===== config.mk =====
export PLATFORM = sky130hd
export DESIGN_NAME = pmt_section_parser_unit
export DESIGN_NICKNAME = d
export VERILOG_FILES = /design/src/rtl/pmt_sp_pkg.sv /design/src/rtl/pmt_sp_in_stage.sv /design/src/rtl/pmt_sp_parser.sv /design/src/rtl/pmt_sp_out_stage.sv /design/src/rtl/pmt_section_parser_unit.sv
export VERILOG_INCLUDE_DIRS = /design/src /design/src/rtl
export SDC_FILE = /design/constraint.sdc
export NUM_CORES = 1
export LEC_CHECK = 0
export BUFFER_PORTS_ARGS = -buffer_cell sky130_fd_sc_hd__buf_2
export CELL_PAD_IN_SITES_DETAIL_PLACEMENT = 0
export CELL_PAD_IN_SITES_GLOBAL_PLACEMENT = 1
export CORE_MARGIN = 2
export CORE_UTILIZATION = 30
export CTS_CLUSTER_SIZE = 40
export DETAILED_ROUTE_END_ITERATION = 10
export PLACE_DENSITY = 0.59
export SETUP_SLACK_MARGIN = 0.02
export SLEW_MARGIN = 20
export SYNTH_ARGS = -nofsm -noshare
export SYNTH_HDL_FRONTEND = slang
export SYNTH_HIERARCHICAL = 1
export SYNTH_SLANG_ARGS = --single-unit

===== constraint.sdc =====
create_clock -name clk -period 12.45 [get_ports clk]
set_input_delay 3.735 -clock clk [delete_from_list [all_inputs] [get_ports clk]]
set_output_delay 3.735 -clock clk [all_outputs]
set_load 0.05 [all_outputs]

===== src/rtl/pmt_section_parser_unit_macros.svh =====
// ----------------------------------------------------------------------------
// Assertion macros for the program map section parser
// Shared property templates; each expects clk and rst in scope.
// ----------------------------------------------------------------------------
`ifndef PMT_SECTION_PARSER_UNIT_MACROS_SVH
`define PMT_SECTION_PARSER_UNIT_MACROS_SVH

// Consequent must hold in the same cycle as the antecedent.
`define PMT_ASSERT_IMP(label, ante, cons, msg) \
  label: assert property (@(posedge clk) disable iff (rst) (ante) |-> (cons)) \
    else $error(msg);

// Consequent must hold in the cycle after the antecedent.
`define PMT_ASSERT_NXT(label, ante, cons, msg) \
  label: assert property (@(posedge clk) disable iff (rst) (ante) |=> (cons)) \
    else $error(msg);

`endif


===== src/rtl/pmt_sp_pkg.sv =====
// ----------------------------------------------------------------------------
// pmt_sp_pkg
// Types and record kind codes shared by the section parser modules.
// ----------------------------------------------------------------------------
package pmt_sp_pkg;

  // Record kinds carried on the output tuser.
  localparam logic [2:0] KIND_HEADER = 3'd0;
  localparam logic [2:0] KIND_STREAM = 3'd1;
  localparam logic [2:0] KIND_DESC   = 3'd2;
  localparam logic [2:0] KIND_CRC    = 3'd3;
  localparam logic [2:0] KIND_ERROR  = 3'd4;

  // Reset value of the target packet id register.
  localparam logic [12:0] TARGET_PID_RESET = 13'h1000;

  // One input byte with its tags.
  typedef struct packed {
    logic [12:0] packet_id;
    logic [7:0]  data_byte;
    logic        section_start;
  } pmt_sp_item_t;

  // One output record.
  typedef struct packed {
    logic [2:0]  kind;
    logic [7:0]  field_a;
    logic [15:0] field_b;
    logic [11:0] field_c;
    logic        syntax_flag;
    logic [4:0]  table_version;
    logic        current_next;
    logic [7:0]  section_index;
    logic [7:0]  last_section_index;
    logic [12:0] clock_ref_pid;
    logic [9:0]  info_length;
    logic [31:0] crc_word;
  } pmt_sp_result_t;

endpackage


===== src/rtl/pmt_sp_in_stage.sv =====
// ----------------------------------------------------------------------------
// pmt_sp_in_stage
// Input register: holds one accepted byte until the parser consumes it.
// ----------------------------------------------------------------------------
module pmt_sp_in_stage (
  input  logic                  clk,
  input  logic                  rst,
  input  logic                  s_tvalid,
  output logic                  s_tready,
  input  pmt_sp_pkg::pmt_sp_item_t s_item,
  input  logic                  fire,
  output logic                  item_valid,
  output pmt_sp_pkg::pmt_sp_item_t item
);
  import pmt_sp_pkg::*;

  // A new beat is taken whenever the register is empty or drains this cycle.
  assign s_tready = !item_valid || fire;

  // Valid flag of the held byte.
  always_ff @(posedge clk) begin
    if (rst) begin
      item_valid <= 1'b0;
    end else if (s_tready) begin
      item_valid <= s_tvalid;
    end
  end

  // Payload capture.
  always_ff @(posedge clk) begin
    if (s_tvalid && s_tready) begin
      item <= s_item;
    end
  end

endmodule


===== src/rtl/pmt_sp_parser.sv =====
// ----------------------------------------------------------------------------
// pmt_sp_parser
// Section parse state and the per-byte decode that forms one output record.
// ----------------------------------------------------------------------------
module pmt_sp_parser #(
  parameter int MAX_STREAMS = 16
) (
  input  logic                    clk,
  input  logic                    rst,
  input  logic                    item_valid,
  input  pmt_sp_pkg::pmt_sp_item_t item,
  input  logic [12:0]             target_pid,
  input  logic                    fire,
  output logic                    emit,
  output pmt_sp_pkg::pmt_sp_result_t result
);
  import pmt_sp_pkg::*;

  // Parse phases.
  localparam logic [2:0] PH_IDLE  = 3'd0;
  localparam logic [2:0] PH_HEAD  = 3'd1;
  localparam logic [2:0] PH_SKIP  = 3'd2;
  localparam logic [2:0] PH_ENTRY = 3'd3;
  localparam logic [2:0] PH_DESC  = 3'd4;
  localparam logic [2:0] PH_CRC   = 3'd5;

  localparam logic [7:0] STREAM_LIMIT = 8'(MAX_STREAMS);

  // Parse state.
  logic [2:0]  phase, phase_next;
  logic [11:0] offset, offset_next;
  logic [11:0] held_len, held_len_next;
  logic [9:0]  skip_cnt, skip_cnt_next;
  logic [2:0]  entry_off, entry_off_next;
  logic [7:0]  stream_count, stream_count_next;
  logic [31:0] crc_shift, crc_shift_next;

  // Captured header fields.
  logic [7:0]  table_code, table_code_next;
  logic        syntax, syntax_next;
  logic [15:0] prog_num, prog_num_next;
  logic [4:0]  version, version_next;
  logic        cur_next, cur_next_next;
  logic [7:0]  sec_idx, sec_idx_next;
  logic [7:0]  last_idx, last_idx_next;
  logic [12:0] pcr_pid, pcr_pid_next;

  // Entry head bytes.
  logic [7:0]  ent_type, ent_type_next;
  logic [4:0]  ent_pid_hi, ent_pid_hi_next;
  logic [7:0]  ent_pid_lo, ent_pid_lo_next;
  logic [1:0]  ent_info_hi, ent_info_hi_next;

  logic        match;
  logic        res_flag;
  logic [7:0]  b;
  logic [9:0]  skip_full;
  logic [9:0]  skip_dec;
  logic [9:0]  ent_info;
  logic        at_crc_pos;
  logic [13:0] head_end;
  logic [13:0] desc_end;
  logic        err;

  assign match = item_valid && (item.packet_id == target_pid);
  assign emit  = match && res_flag;
  assign b     = item.data_byte;

  // Helper terms of the current byte.
  assign skip_full  = {skip_cnt[9:8], b};
  assign skip_dec   = skip_cnt - 10'd1;
  assign ent_info   = {ent_info_hi, b};
  // The next block starts on the CRC when offset + 1 equals length - 1.
  assign at_crc_pos = ({1'b0, offset} + 13'd2) == {1'b0, held_len};
  assign head_end   = {2'b00, offset} + 14'd5;
  assign desc_end   = {2'b00, offset} + 14'd1 + {4'b0000, ent_info};

  // Per-byte decode.
  always_comb begin
    phase_next        = phase;
    offset_next       = offset;
    held_len_next     = held_len;
    skip_cnt_next     = skip_cnt;
    entry_off_next    = entry_off;
    stream_count_next = stream_count;
    crc_shift_next    = crc_shift;
    table_code_next   = table_code;
    syntax_next       = syntax;
    prog_num_next     = prog_num;
    version_next      = version;
    cur_next_next     = cur_next;
    sec_idx_next      = sec_idx;
    last_idx_next     = last_idx;
    pcr_pid_next      = pcr_pid;
    ent_type_next     = ent_type;
    ent_pid_hi_next   = ent_pid_hi;
    ent_pid_lo_next   = ent_pid_lo;
    ent_info_hi_next  = ent_info_hi;
    result            = '0;
    res_flag          = 1'b0;
    err               = 1'b0;

    if (item.section_start) begin
      // A section start on the target packet id always restarts parsing at the table id.
      table_code_next   = b;
      held_len_next     = '0;
      skip_cnt_next     = '0;
      entry_off_next    = '0;
      stream_count_next = '0;
      crc_shift_next    = '0;
      offset_next       = 12'd1;
      phase_next        = PH_HEAD;
    end else begin
      // The byte offset advances and saturates, except while idle or reading the CRC.
      if (phase != PH_CRC && phase != PH_IDLE && offset != 12'hFFF) begin
        offset_next = offset + 12'd1;
      end

      unique case (phase)
        PH_IDLE: begin
        end

        PH_HEAD: begin
          case (offset)
            12'd1: begin
              syntax_next   = b[7];
              held_len_next = {b[3:0], 8'h00};
            end
            12'd2: held_len_next = {held_len[11:8], b};
            12'd3: prog_num_next[15:8] = b;
            12'd4: prog_num_next[7:0] = b;
            12'd5: begin
              version_next  = b[5:1];
              cur_next_next = b[0];
            end
            12'd6: sec_idx_next = b;
            12'd7: last_idx_next = b;
            12'd8: pcr_pid_next[12:8] = b[4:0];
            12'd9: pcr_pid_next[7:0] = b;
            12'd10: skip_cnt_next = {b[1:0], 8'h00};
            default: begin
              // Last header byte: check the length, then emit the header or an error.
              skip_cnt_next = skip_full;
              if ({1'b0, held_len} < (13'd13 + {3'b000, skip_full})) begin
                err = 1'b1;
              end else begin
                res_flag                  = 1'b1;
                result.kind               = KIND_HEADER;
                result.field_a            = table_code;
                result.field_b            = prog_num;
                result.field_c            = held_len;
                result.syntax_flag        = syntax;
                result.table_version      = version;
                result.current_next       = cur_next;
                result.section_index      = sec_idx;
                result.last_section_index = last_idx;
                result.clock_ref_pid      = pcr_pid;
                result.info_length        = skip_full;
                if (skip_full != 10'd0) begin
                  phase_next = PH_SKIP;
                end else begin
                  entry_off_next = '0;
                  phase_next     = at_crc_pos ? PH_CRC : PH_ENTRY;
                end
              end
            end
          endcase
        end

        PH_SKIP: begin
          skip_cnt_next = skip_dec;
          if (skip_dec == 10'd0) begin
            entry_off_next = '0;
            crc_shift_next = '0;
            phase_next     = at_crc_pos ? PH_CRC : PH_ENTRY;
          end
        end

        PH_ENTRY: begin
          if (entry_off == 3'd0 &&
              (stream_count >= STREAM_LIMIT ||
               (held_len != 12'd0 && head_end >= {2'b00, held_len}))) begin
            // Too many streams or the entry head runs into the CRC.
            err = 1'b1;
          end else if (entry_off < 3'd4) begin
            case (entry_off)
              3'd0:    ent_type_next = b;
              3'd1:    ent_pid_hi_next = b[4:0];
              3'd2:    ent_pid_lo_next = b;
              default: ent_info_hi_next = b[1:0];
            endcase
            entry_off_next = entry_off + 3'd1;
          end else if (held_len != 12'd0 && desc_end >= {2'b00, held_len}) begin
            // The descriptors would run into the CRC.
            err = 1'b1;
          end else begin
            res_flag          = 1'b1;
            result.kind       = KIND_STREAM;
            result.field_a    = ent_type;
            result.field_b    = {3'b000, ent_pid_hi, ent_pid_lo};
            result.field_c    = {2'b00, ent_info};
            stream_count_next = stream_count + 8'd1;
            if (ent_info != 10'd0) begin
              skip_cnt_next = ent_info;
              phase_next    = PH_DESC;
            end else begin
              entry_off_next = '0;
              crc_shift_next = '0;
              phase_next     = at_crc_pos ? PH_CRC : PH_ENTRY;
            end
          end
        end

        PH_DESC: begin
          res_flag       = 1'b1;
          result.kind    = KIND_DESC;
          result.field_a = b;
          skip_cnt_next  = skip_dec;
          if (skip_dec == 10'd0) begin
            entry_off_next = '0;
            crc_shift_next = '0;
            phase_next     = at_crc_pos ? PH_CRC : PH_ENTRY;
          end
        end

        PH_CRC: begin
          // CRC bytes shift in most significant first.
          crc_shift_next = {crc_shift[23:0], b};
          entry_off_next = entry_off + 3'd1;
          if (entry_off == 3'd3) begin
            res_flag        = 1'b1;
            result.kind     = KIND_CRC;
            result.crc_word = {crc_shift[23:0], b};
            phase_next      = PH_IDLE;
          end
        end

        default: begin
        end
      endcase

      // Any error ends the section with a bare error record.
      if (err) begin
        res_flag    = 1'b1;
        result      = '0;
        result.kind = KIND_ERROR;
        phase_next  = PH_IDLE;
      end
    end
  end

  // Control state.
  always_ff @(posedge clk) begin
    if (rst) begin
      phase        <= PH_IDLE;
      offset       <= '0;
      held_len     <= '0;
      skip_cnt     <= '0;
      entry_off    <= '0;
      stream_count <= '0;
    end else if (fire && match) begin
      phase        <= phase_next;
      offset       <= offset_next;
      held_len     <= held_len_next;
      skip_cnt     <= skip_cnt_next;
      entry_off    <= entry_off_next;
      stream_count <= stream_count_next;
    end
  end

  // Captured header, entry and CRC bytes.
  always_ff @(posedge clk) begin
    if (fire && match) begin
      crc_shift   <= crc_shift_next;
      table_code  <= table_code_next;
      syntax      <= syntax_next;
      prog_num    <= prog_num_next;
      version     <= version_next;
      cur_next    <= cur_next_next;
      sec_idx     <= sec_idx_next;
      last_idx    <= last_idx_next;
      pcr_pid     <= pcr_pid_next;
      ent_type    <= ent_type_next;
      ent_pid_hi  <= ent_pid_hi_next;
      ent_pid_lo  <= ent_pid_lo_next;
      ent_info_hi <= ent_info_hi_next;
    end
  end

endmodule


===== src/rtl/pmt_sp_out_stage.sv =====
// ----------------------------------------------------------------------------
// pmt_sp_out_stage
// Result register that holds one record until the downstream takes it.
// ----------------------------------------------------------------------------
module pmt_sp_out_stage (
  input  logic                      clk,
  input  logic                      rst,
  input  logic                      load,
  input  pmt_sp_pkg::pmt_sp_result_t result,
  output logic                      can_load,
  output logic                      m_tvalid,
  input  logic                      m_tready,
  output logic [119:0]              m_tdata,
  output logic [2:0]                m_tuser
);
  import pmt_sp_pkg::*;

  pmt_sp_result_t held;

  // Room for a record when empty or when the held one leaves this cycle.
  assign can_load = !m_tvalid || m_tready;

  always_ff @(posedge clk) begin
    if (rst) begin
      m_tvalid <= 1'b0;
    end else if (can_load) begin
      m_tvalid <= load;
    end
  end

  always_ff @(posedge clk) begin
    if (load && can_load) begin
      held <= result;
    end
  end

  // Pack the record fields, lowest field in the lowest bits.
  assign m_tdata = {6'b000000, held.crc_word, held.info_length, held.clock_ref_pid,
                    held.last_section_index, held.section_index, held.current_next,
                    held.table_version, held.syntax_flag, held.field_c,
                    held.field_b, held.field_a};
  assign m_tuser = held.kind;

endmodule


===== src/rtl/pmt_section_parser_unit.sv =====
// An accepted byte is held in the input register; its record is presented from the result register.
// Throughput: one byte per cycle; the input register and the result register each
// move one beat a cycle, and only a held record with tready low stalls the input.
// Reset (rst, synchronous, active high) empties both registers, returns the parser
// to idle waiting for a section start and sets target_pid to 4096.
// ----------------------------------------------------------------------------
// pmt_section_parser_unit
// Program map section parser: turns tagged payload bytes into header, stream,
// descriptor, CRC and error records.
// ----------------------------------------------------------------------------
module pmt_section_parser_unit #(
  parameter int MAX_STREAMS = 16
) (
  input  logic         clk,
  input  logic         rst,
  // Configuration write channel: target_pid.
  input  logic         cfg_valid,
  output logic         cfg_ready,
  input  logic [12:0]  cfg_data,
  // Input stream.
  input  logic         s_tvalid,
  output logic         s_tready,
  input  logic [7:0]   s_tdata,   // [7:0] data_byte
  input  logic [13:0]  s_tuser,   // [12:0] packet_id, [13] section_start
  // Output stream.
  output logic         m_tvalid,
  input  logic         m_tready,
  // [7:0] field_a, [23:8] field_b, [35:24] field_c, [36] syntax_flag,
  // [41:37] table_version, [42] current_next, [50:43] section_index,
  // [58:51] last_section_index, [71:59] clock_ref_pid, [81:72] info_length,
  // [113:82] crc_word, [119:114] zero
  output logic [119:0] m_tdata,
  output logic [2:0]   m_tuser    // [2:0] kind
);
  import pmt_sp_pkg::*;
  `include "pmt_section_parser_unit_macros.svh"

  logic [12:0]    target_pid;
  pmt_sp_item_t   s_item;
  pmt_sp_item_t   item;
  logic           item_valid;
  logic           fire;
  logic           emit;
  logic           can_load;
  pmt_sp_result_t result;

  // Configuration register.
  assign cfg_ready = 1'b1;

  always_ff @(posedge clk) begin
    if (rst) begin
      target_pid <= TARGET_PID_RESET;
    end else if (cfg_valid && cfg_ready) begin
      target_pid <= cfg_data;
    end
  end

  // Unpack the input beat.
  assign s_item.packet_id     = s_tuser[12:0];
  assign s_item.section_start = s_tuser[13];
  assign s_item.data_byte     = s_tdata;

  // The held byte is consumed unless its record finds the output full.
  assign fire = item_valid && (!emit || can_load);

  pmt_sp_in_stage u_in (
    .clk        (clk),
    .rst        (rst),
    .s_tvalid   (s_tvalid),
    .s_tready   (s_tready),
    .s_item     (s_item),
    .fire       (fire),
    .item_valid (item_valid),
    .item       (item)
  );

  pmt_sp_parser #(
    .MAX_STREAMS (MAX_STREAMS)
  ) u_parser (
    .clk        (clk),
    .rst        (rst),
    .item_valid (item_valid),
    .item       (item),
    .target_pid (target_pid),
    .fire       (fire),
    .emit       (emit),
    .result     (result)
  );

  pmt_sp_out_stage u_out (
    .clk      (clk),
    .rst      (rst),
    .load     (fire && emit),
    .result   (result),
    .can_load (can_load),
    .m_tvalid (m_tvalid),
    .m_tready (m_tready),
    .m_tdata  (m_tdata),
    .m_tuser  (m_tuser)
  );

  // Checks.
  `PMT_ASSERT_IMP(a_error_bare, m_tvalid && m_tuser == KIND_ERROR, m_tdata == '0, "error record carries data")
  `PMT_ASSERT_IMP(a_crc_only, m_tvalid && m_tuser == KIND_CRC, m_tdata[81:0] == '0, "crc record carries other fields")
  `PMT_ASSERT_IMP(a_ready_free, !m_tvalid || m_tready, s_tready, "input stalled with free output")
  `PMT_ASSERT_NXT(a_emit_shows, fire && emit, m_tvalid, "emitted record not presented")

endmodule


Yosys cells after proc, flatten, opt, wreduce, memory -nomap -nowiden
Index checks and enable logic that the tools add are counted.
{"block": "totals", "regBits": 309, "wordCells": 246}
{"block": "op_classes", "addsub": 9, "order_cmp": 5, "eq_ne": 46, "mux": 75, "bitwise_logic": 6, "reduce_logical": 63}
{"operator": "24-bit two-way mux", "n": 5}
{"operator": "117-bit two-way mux", "n": 1}
{"operator": "85-bit two-way mux", "n": 1}
{"operator": "82-bit two-way mux", "n": 1}
{"operator": "39-bit two-way mux", "n": 2}
{"operator": "24-bit one-hot mux with 3 select lines", "n": 1}
{"operator": "32-bit two-way mux", "n": 2}
{"operator": "3-bit two-way mux", "n": 21}
{"operator": "28-bit one-hot mux with 2 select lines", "n": 1}
{"operator": "10-bit two-way mux", "n": 5}
{"operator": "12-bit by 3-bit == test with 1-bit output (second input constant)", "n": 4}
{"operator": "12-bit two-way mux", "n": 4}
{"operator": "46-bit two-way mux", "n": 1}
{"operator": "8-bit two-way mux", "n": 5}
{"operator": "37-bit two-way mux", "n": 1}
{"operator": "12-bit by 4-bit == test with 1-bit output (second input constant)", "n": 3}
{"operator": "3-bit one-hot mux with 4 select lines", "n": 3}
{"operator": "4-bit AND reduction", "n": 9}
{"operator": "3-bit != test (second input constant)", "n": 10}
{"operator": "10-bit one-hot mux with 3 select lines", "n": 1}
{"operator": "14-bit by 12-bit >= comparator with 1-bit output", "n": 2}
{"operator": "12-bit by 2-bit == test with 1-bit output (second input constant)", "n": 2}
{"operator": "12-bit one-hot mux with 2 select lines", "n": 1}
{"operator": "8-bit one-hot mux with 3 select lines", "n": 1}
{"operator": "57 further kinds", "n": 117}

Longest topological paths before layout
Gate-level depths: netlist (run 1).
{"block": "depth", "ltp_word": 17, "ltp_mapped": 27, "depth_no_buf": 26}

Cells and area by module
Netlist (run 1), hierarchy kept.
{"module": "pmt_sp_parser", "instances": 1, "cells_each": 1023, "area_each_um2": 9683.0}
{"module": "pmt_sp_out_stage", "instances": 1, "cells_each": 129, "area_each_um2": 3617.2}
{"module": "pmt_sp_in_stage", "instances": 1, "cells_each": 27, "area_each_um2": 715.7}
{"module": "pmt_section_parser_unit", "instances": 1, "cells_each": 47, "area_each_um2": 504.2}

Worst setup path before layout (run 1)
Ideal clock, no wire load.
{"block": "synth_timing", "path_kind": "input-to-output", "start": "input port m_tready", "end": "output port s_tready", "arrival_ns": 4.467, "required_ns": 8.715, "slack_ns": 4.248, "cell_stages": 4, "n_path_buf": 0, "cell_sequence": "nand2b_4 inv_1 a21boi_0 nand2b_4"}
{"block": "synth_via", "elab_chain_len": 4}
{"element": "start, declared", "line_no": "pmt_section_parser_unit.sv:27", "rtl": "input logic m_tready,"}
{"element": "1-bit logical OR", "line_no": "pmt_sp_out_stage.sv:21", "rtl": "assign can_load = !m_tvalid || m_tready;"}
{"element": "1-bit logical OR", "line_no": "pmt_section_parser_unit.sv:64", "rtl": "assign fire = item_valid && (!emit || can_load);"}
{"element": "1-bit logical AND", "line_no": "pmt_section_parser_unit.sv:64"}
{"element": "via fire", "line_no": "pmt_section_parser_unit.sv:42", "rtl": "logic fire;"}
{"element": "1-bit logical OR", "line_no": "pmt_sp_in_stage.sv:18", "rtl": "assign s_tready = !item_valid || fire;"}
{"element": "end, declared", "line_no": "pmt_section_parser_unit.sv:22", "rtl": "output logic s_tready,"}
The timed path passes the listed nets, and every way through them passes these cells.

Final worst setup path (run 1)
{"block": "layout_timing", "start": "register, netlist name u_in/item[1]", "end": "output port s_tready"}
{"block": "layout_via", "elab_chain_len": 15}
{"element": "14-bit by 10-bit adder with 14-bit output", "line_no": "pmt_sp_parser.sv:76", "rtl": "assign desc_end = {2'b00, offset} + 14'd1 + {4'b0000, ent_info};"}
{"element": "14-bit by 12-bit >= comparator with 1-bit output", "line_no": "pmt_sp_parser.sv:193", "rtl": "end else if (held_len != 12'd0 && desc_end >= {2'b00, held_len}) begin"}
{"element": "1-bit logical AND", "line_no": "pmt_sp_parser.sv:193"}
{"element": "1-bit two-way mux", "line_no": "pmt_sp_parser.sv:193"}
{"element": "1-bit two-way mux", "line_no": "pmt_sp_parser.sv:185", "rtl": "end else if (entry_off < 3'd4) begin"}
{"element": "1-bit two-way mux", "line_no": "pmt_sp_parser.sv:180", "rtl": "if (entry_off == 3'd0 &&"}
{"element": "1-bit one-hot mux with 2 select lines", "line_no": "pmt_sp_parser.sv:119", "rtl": "unique case (phase)"}
{"element": "1-bit two-way mux", "line_no": "pmt_sp_parser.sv:103", "rtl": "if (item.section_start) begin"}
{"element": "1-bit two-way mux *", "line_no": "pmt_sp_parser.sv:243", "rtl": "if (err) begin"}
{"element": "1-bit two-way mux *", "line_no": "pmt_sp_parser.sv:103"}
{"element": "1-bit logical AND *", "line_no": "pmt_sp_parser.sv:66", "rtl": "assign emit = match && res_flag;"}
{"element": "via emit", "line_no": "pmt_section_parser_unit.sv:43", "rtl": "logic emit;"}
{"element": "1-bit logical NOT *", "line_no": "pmt_section_parser_unit.sv:64"}
{"element": "1-bit logical OR *", "line_no": "pmt_section_parser_unit.sv:64"}
{"element": "1-bit logical AND *", "line_no": "pmt_section_parser_unit.sv:64"}
{"element": "via fire", "line_no": "pmt_section_parser_unit.sv:42"}
{"element": "1-bit logical OR *", "line_no": "pmt_sp_in_stage.sv:18"}
The timed path passes the listed nets; every way through them passes the cells marked *. The select of a mux whose other input is x is not followed.

==> impl_metrics.toml, run 1 <==
[outcome]
status = "completed"

[clock_network]
cts_tree = "done"
cts_buffer_depth = 3
htree_levels = 2
cts_resized = 0
worst_skew_pair.late_latency_ns = 0.56
cts_hold_buf = 0
cts_sinks = 309
cts-buffers-inserted = 36
cts_root_buffer = "clkbuf_16"
cts_setup_buffers = 0
clk_pin_slew_ns = 0.06

[critical_path]
critPathLaunchType = "register"
crit_chain = "inv_1 -> ha_1 -> fa_1 -> nand2b_1 -> a21oi_1 -> o21ai_0 -> nand2b_1 -> a21oi_1 -> xnor2_1 -> ha_1 -> a21oi_1 -> a21boi_0 -> a211oi_1 -> o221ai_2 -> a31oi_1 -> o21ai_2 -> nor4b_1 -> nor2_1 -> a21boi_0 -> nand2b_4 -> buf_2"
cp_slowest_cell = "edfxtp_1"
cp.required_ns = 8.71
cp.arrival_ns = 6.13
crit_top_cell = "a21oi_1"
end_kind = "primary output"
path_class = "reg2out"
cpPeakStageDelay_ns = 0.77
critPathMaxFanout = 20

[timing]
fmax_ghz = 0.101
maxSlewViolCount = 0
tns_ns = 0
holdWs_ns = 0.479
worst_slew_pin_slew_ns = 1.06
finalHoldViolCount = 0
setup_violations = 0
period_needed_ns = 9.87
slew-limit-headroom = 0.286
fin_skew_ns = 0.0163
rsz0062_at_grt = "false"
fin_crit_sh = 0.792

[synthesis]
yosys.area.top_type_share = 0.509
synth_edf_count = 246
netlist_area_um2 = 14500
synthFlopType = "edfxtp_1"
ys_ff_latch = 309
synthCells = 1226
yosys-top-cells-area = "edfxtp_1, dfxtp_1, ha_1, nor2_1, and2_1"
yosys_warnings = 6
synth.avg_cell_area_um2 = 11.8
async_flop_share = 0
synth.largest_area_cell = "edfxtp_1"
synth_seq_area_share = 0.596
synth_cell_types = 73

[global_route]
antenna_found_initial = 1
grtUsageTotal = 0.159
grt_pass1_vias = 9881
globalRoute.totalOverflow = 0
grt_start_max_net_pins = 73
grt_pass1_wl_um = 60800

[routing]
wl_met1_um = 17800
antenna_left = 0
highest_layer = "met4"
vias_per_cell = 4.98
drtIter0Drc = 709
route.met2.wl_um = 18800
vias = 10000
routed_wl_um = 40100
wl_met3_um = 2580
drc = 0
first_pass_iters = 6
wl_per_cell_um = 19.9

[pwr]
total_power_mw = 2.26
ir_drop_mv = 0.0794
power.leakage_nw = 6.48
power.density_nw_per_um2 = 132

[final_layout]
finalNetCount = 1478
area_growth_pct = 17.7
drive_gt1_frac = 0.183
antenna_cells = 0
ff_latch_area_um2 = 8650
multi_input_area_um2 = 5430
nFillCells = 4713
fin_cells = 2016

[floorplan]
ios = 166
die_area_um2 = 50200
die_h_um = 224
core_um2 = 47700
die_w_um = 224
core.rowCount = 80
initial_core_util = 0.304

[job]
maxCapViolCount = 0

[placement]
dp_cells = 1952
gp_congestion = 0.839
port_buffers = 158
place_hpwl_um = 27200

[min_path]
hold_path_class = "reg2reg"
metrics by stage:
| step | setup WS, ns | utilization | area [um2] |
|---|---|---|---|
| after floorplan | 4.25 | - | 14500 |
| after global placement | 3.31 | 0.333 | 15900 |
| after detailed placement | 3.18 | 0.333 | 15900 |
| after CTS | 2.53 | 0.358 | 17100 |
| after global routing | 1.95 | 0.358 | 17100 |
| final | 2.58 | 0.358 | 17100 |
cell usage in the layout (no fill, tap or decap), types with 7 or more instances in the layout:
cell       instances
a211oi_1           9
a21oi_1           47
a222oi_1           9
a22oi_1           34
and2_1            73
and3_1            19
buf_2            158
buf_4             19
clkbuf_1           9
clkbuf_16         36
conb_1             7
dfxtp_1           63
edfxtp_1         246
ha_1              62
inv_1             34
mux2i_1           19
nand2_1           64
nand2b_1           9
nand3_1           31
nand4_1           11
nor2_1           132
nor2b_1           32
nor3_1            22
nor4_1            16
o211ai_1           9
o21ai_0           32
or3_1             16
or4_1             10
xnor2_1           47
xor2_1            24
path summary, 6_finish.rpt:
path	from	endpoint	slack [ns]	cells past startpoint
max	u_in/item[1]$_DFFE_PP_	s_tready	2.58	21
min	u_parser/stream_count[7]$_SDFFE_PP0P_	u_parser/stream_count[7]$_SDFFE_PP0P_	0.48	2
max reg2reg	u_in/item[1]$_DFFE_PP_	u_parser/sec_idx[4]$_DFFE_PP_	5.04	23
min reg2reg	u_parser/stream_count[7]$_SDFFE_PP0P_	u_parser/stream_count[7]$_SDFFE_PP0P_	0.48	2
layout make-up:
type / count / area share
repair buffers: 177 / 0.0546
inverters: 34 / 0.00747
flip-flops and latches: 309 / 0.506
clock inverters: 19 / 0.0141
well taps: 615 / 0.0450
clock buffers: 45 / 0.0547
multi-input cells: 817 / 0.318
cell usage after synthesis (all sizes together) (3+ instances only):
| library cell | n |
|---|---|
| edfxtp | 246 |
| nor2 | 133 |
| and2 | 75 |
| nand2 | 64 |
| dfxtp | 63 |
| ha | 62 |
| clkbuf | 51 |
| a21oi | 49 |
| xnor2 | 47 |
| o21ai | 37 |
| a22oi | 34 |
| inv | 34 |
| nor2b | 32 |
| nand3 | 31 |
| xor2 | 24 |
| nor3 | 23 |
| buf | 20 |
| and3 | 19 |
| mux2i | 19 |
| nor4 | 16 |
| or3 | 16 |
| a211oi | 11 |
| nand2b | 11 |
| nand4 | 11 |
| o211ai | 10 |
| or4 | 10 |
| a222oi | 9 |
| nor4b | 6 |
| a21o | 5 |
| a2111oi | 4 |
| a21boi | 4 |
| mux2 | 4 |
| nor3b | 4 |
| o31ai | 4 |
| or2 | 4 |
| a211o | 3 |
| o2111ai | 3 |
routing by layer:
layer / vias to the layer above / track usage
met5: - / 0
met4: 0 / 0.0544
met3: 64 / 0.0334
met2: 307 / 0.255
met1: 4909 / 0.214
li1: 4752 / -
logic make-up after synthesis:
group / Yosys count / share of synthesized area
fa+ha+maj: 63 / 0.0548
mux: 23 / 0.0165
flops: 309 / 0.596
simple gates: 464 / 0.167
compound gates: 189 / 0.0894
xor+xnor: 71 / 0.0428
other cells: 2 / 0.000517
buf+inv: 105 / 0.0329
power by group:
part | leakage (nW) | switching (mW) | internal (mW) | total, mW
clock network | 0.562 | 0.443 | 0.624 | 1.07
registers | 2.98 | 0.00488 | 1.11 | 1.12
logic | 2.93 | 0.0482 | 0.0238 | 0.0720
total | 6.48 | 0.496 | 1.76 | 2.26
state kept, by name (all words and copies together) (netlist names), 5 cells and up:
register / flops
u_parser/pcr_pid: 13
u_parser/held_len: 12
target_pid: 13
u_parser/ent_type: 8
u_parser/ent_pid_lo: 8
u_parser/skip_cnt: 10
u_parser/version: 5
u_parser/prog_num: 16
u_parser/crc_shift: 24
u_parser/offset: 12
u_parser/sec_idx: 8
u_parser/last_idx: 8
u_parser/ent_pid_hi: 5
u_out/m_tdata: 114
u_parser/table_code: 8
u_in/item: 22
u_parser/stream_count: 8
critical path, delay by kind of cell, from the launching register on:
| family | cells | cell delay (ns) |
|---|---|---|
| AO/OA/AOI/OAI | 10 | 2.12 |
| AND/OR/NAND/NOR | 5 | 1.08 |
| adder cells (fa/ha/maj) | 3 | 0.97 |
| flip-flops | 1 | 0.77 |
| buffers and inverters | 2 | 0.47 |
| XOR/XNOR | 1 | 0.14 |
No activity file was read; power rests on OpenSTA's default activity.
==> inputs of run 2 (changes only) <==
--- a/config.mk
+++ b/config.mk
@@ -13,7 +13,7 @@
 export CORE_UTILIZATION = 30
 export CTS_CLUSTER_SIZE = 40
 export DETAILED_ROUTE_END_ITERATION = 10
-export PLACE_DENSITY = 0.59
+export PLACE_DENSITY = 0.61
 export SETUP_SLACK_MARGIN = 0.02
 export SLEW_MARGIN = 20
 export SYNTH_ARGS = -nofsm -noshare
==> constraint.sdc (replaced) <==
create_clock -name clk -period 8.94 [get_ports clk]
set_input_delay 2.682 -clock clk [delete_from_list [all_inputs] [get_ports clk]]
set_output_delay 2.682 -clock clk [all_outputs]
set_load 0.05 [all_outputs]
==> run 2 against run 1 <==
  * Via count is 0.58% lower
  * Worst hold slack worse by 0.0050 ns
  * Global-route usage is 0.085 points higher
  * Critical endpoint unchanged
==> impl_metrics.toml, run 2 (synthesized netlist as in run 1, its figures left out) <==
[final_layout]
multi_input_area_um2 = 5440
nFillCells = 4648
final_common_cell = "edfxtp_1"
area_growth_pct = 17.7
ff_latch_area_um2 = 8650
largest_reg_flops = 114
finalNetCount = 1482
final_cell_mix = "edfxtp_1, buf_2, nor2_1, and2_1, nand2_1"
antenna_cells = 0
drive_gt1_frac = 0.184

[timing]
period_needed_ns = 8.37
fin_crit_sh = 0.936
rsz0062_at_grt = "false"
holdWs_ns = 0.474
fin_skew_ns = 0.0306
worst_slew_pin_slew_ns = 0.939
fmax_ghz = 0.120
worst_slack_ns = 0.572
slew-limit-headroom = 0.374
setup_violations = 0
maxSlewViolCount = 0
finalHoldViolCount = 0
tns_ns = 0

[placement]
gp_congestion = 0.883
place_hpwl_um = 27900
place_ws_ns = 1.21
port_buffers = 158

[job]
maxCapViolCount = 0

[critical_path]
rrSetupSlack_ns = 1.86
critPathLaunchType = "register"
startpoint = "u_parser/offset[0]$_SDFFE_PP0P_"
end_kind = "primary output"
r2r-start = "u_parser/offset[0]$_SDFFE_PP0P_"
cp.arrival_ns = 5.69
r2r_cells = 26
endpoint = "s_tready"
crit_chain = "inv_1 -> ha_1 -> fa_1 -> nand2b_1 -> a21oi_1 -> o21ai_0 -> nand2b_1 -> a21oi_1 -> xnor2_1 -> ha_1 -> a21oi_1 -> a21boi_0 -> a211oi_1 -> o221ai_2 -> a31oi_1 -> o21ai_2 -> nor4b_1 -> nor2_1 -> a21boi_0 -> nand2b_4 -> buf_2"
cp.required_ns = 6.26
cp_slowest_cell = "dfxtp_1"
reg2reg_to = "u_parser/entry_off[0]$_SDFFE_PP0P_"
cpPeakStageDelay_ns = 0.49
critPathMaxFanout = 9
crit_top_cell = "a21oi_1"
path_class = "reg2out"

[routing]
vias_per_cell = 4.93
antenna_left = 0
drtIter0Drc = 722
drc = 0
vias = 9974
routed_wl_um = 40300
first_pass_iters = 5
wl_per_cell_um = 19.9

[min_path]
worstHoldPathCells = 2
hold_path_class = "reg2reg"

[global_route]
grtUsageTotal = 0.160
antenna_found_initial = 1
globalRoute.totalOverflow = 0
grt_pass1_vias = 9901
grt_pass1_wl_um = 60800
grt_start_max_net_pins = 54

[clock_network]
cts-buffers-inserted = 36
worst_skew_pair.late_latency_ns = 0.56
cts_resized = 0
cts_root_buffer = "clkbuf_16"
cts_hold_buf = 0
htree_levels = 2
cts_buffer_depth = 3
cts_sinks = 309
cts_setup_buffers = 0
cts_tree = "done"
clk_pin_slew_ns = 0.06

[pwr]
power.density_nw_per_um2 = 181
ir_drop_mv = 0.126
power.leakage_nw = 6.50
total_power_mw = 3.09

[floorplan]
initial_core_util = 0.304
core_um2 = 47700
core.rowCount = 80
die_h_um = 224
ios = 166
die_w_um = 224
die_area_um2 = 50200

[outcome]
status = "completed"
## run 2: cell types whose count changed in the layout (fill, tap and decap cells not counted), sizes merged
| cell | change |
|---|---|
| clkinv | +8 |
| buf | +4 |
| clkbuf | -3 |
| clkinvlp | -2 |
| bufinv | -1 |
## run 2: metrics by stage
stage / cell area, um2 / util / instances
floorplan: 14500 / - / 1231
global placement: 15900 / 0.334 / 1956
detailed placement: 15900 / 0.334 / 1956
CTS: 17100 / 0.358 / 2022
global route: 17100 / 0.358 / 2022
finish: 17100 / 0.358 / 2022
## run 2: final cells by class
| class | count | share of cell area |
|---|---|---|
| inverters | 34 | 0.00747 |
| clock inverters | 24 | 0.0128 |
| clock buffers | 42 | 0.0540 |
| flip-flops and latches | 309 | 0.506 |
| repair buffers | 181 | 0.0564 |
| multi-input cells | 817 | 0.318 |
| well taps | 615 | 0.0450 |
## run 2: how the worst min path moves through the flow
| stage | startpoint | endpoint | slack (ns) |
|---|---|---|---|
| finish | u_parser/stream_count[7]$_SDFFE_PP0P_ | u_parser/stream_count[7]$_SDFFE_PP0P_ | 0.47 |
| floorplan | u_parser/stream_count[7]$_SDFFE_PP0P_ | u_parser/stream_count[7]$_SDFFE_PP0P_ | 0.45 |
| global placement | u_parser/stream_count[7]$_SDFFE_PP0P_ | u_parser/stream_count[7]$_SDFFE_PP0P_ | 0.46 |
| CTS | u_parser/stream_count[7]$_SDFFE_PP0P_ | u_parser/stream_count[7]$_SDFFE_PP0P_ | 0.48 |
| global route | u_parser/stream_count[7]$_SDFFE_PP0P_ | u_parser/stream_count[7]$_SDFFE_PP0P_ | 0.52 |
| detailed placement | u_parser/stream_count[7]$_SDFFE_PP0P_ | u_parser/stream_count[7]$_SDFFE_PP0P_ | 0.47 |
## run 2: critical path: cells and delay by family, from the launching register on
family	cells	cell delay, ns
compound gates	10	2.10
simple gates	5	1.01
fa+ha+maj	3	0.96
flops	1	0.49
buf+inv	2	0.39
xor+xnor	1	0.14
## run 2: routing by layer
layer	global-route usage	part of all wire	vias to the layer above
li1	-	-	4769
met1	0.217	0.46	4841
met2	0.253	0.45	303
met3	0.0350	0.061	61
met4	0.0551	0.027	0
met5	0	0	-
## run 2: report_power, final
part | leakage [nW] | switching [mW] | internal (mW) | total [mW]
Sequential | 2.98 | 0.00622 | 1.55 | 1.56
Combinational | 2.95 | 0.0688 | 0.0334 | 0.102
Clock | 0.558 | 0.596 | 0.834 | 1.43
Total | 6.50 | 0.671 | 2.42 | 3.09
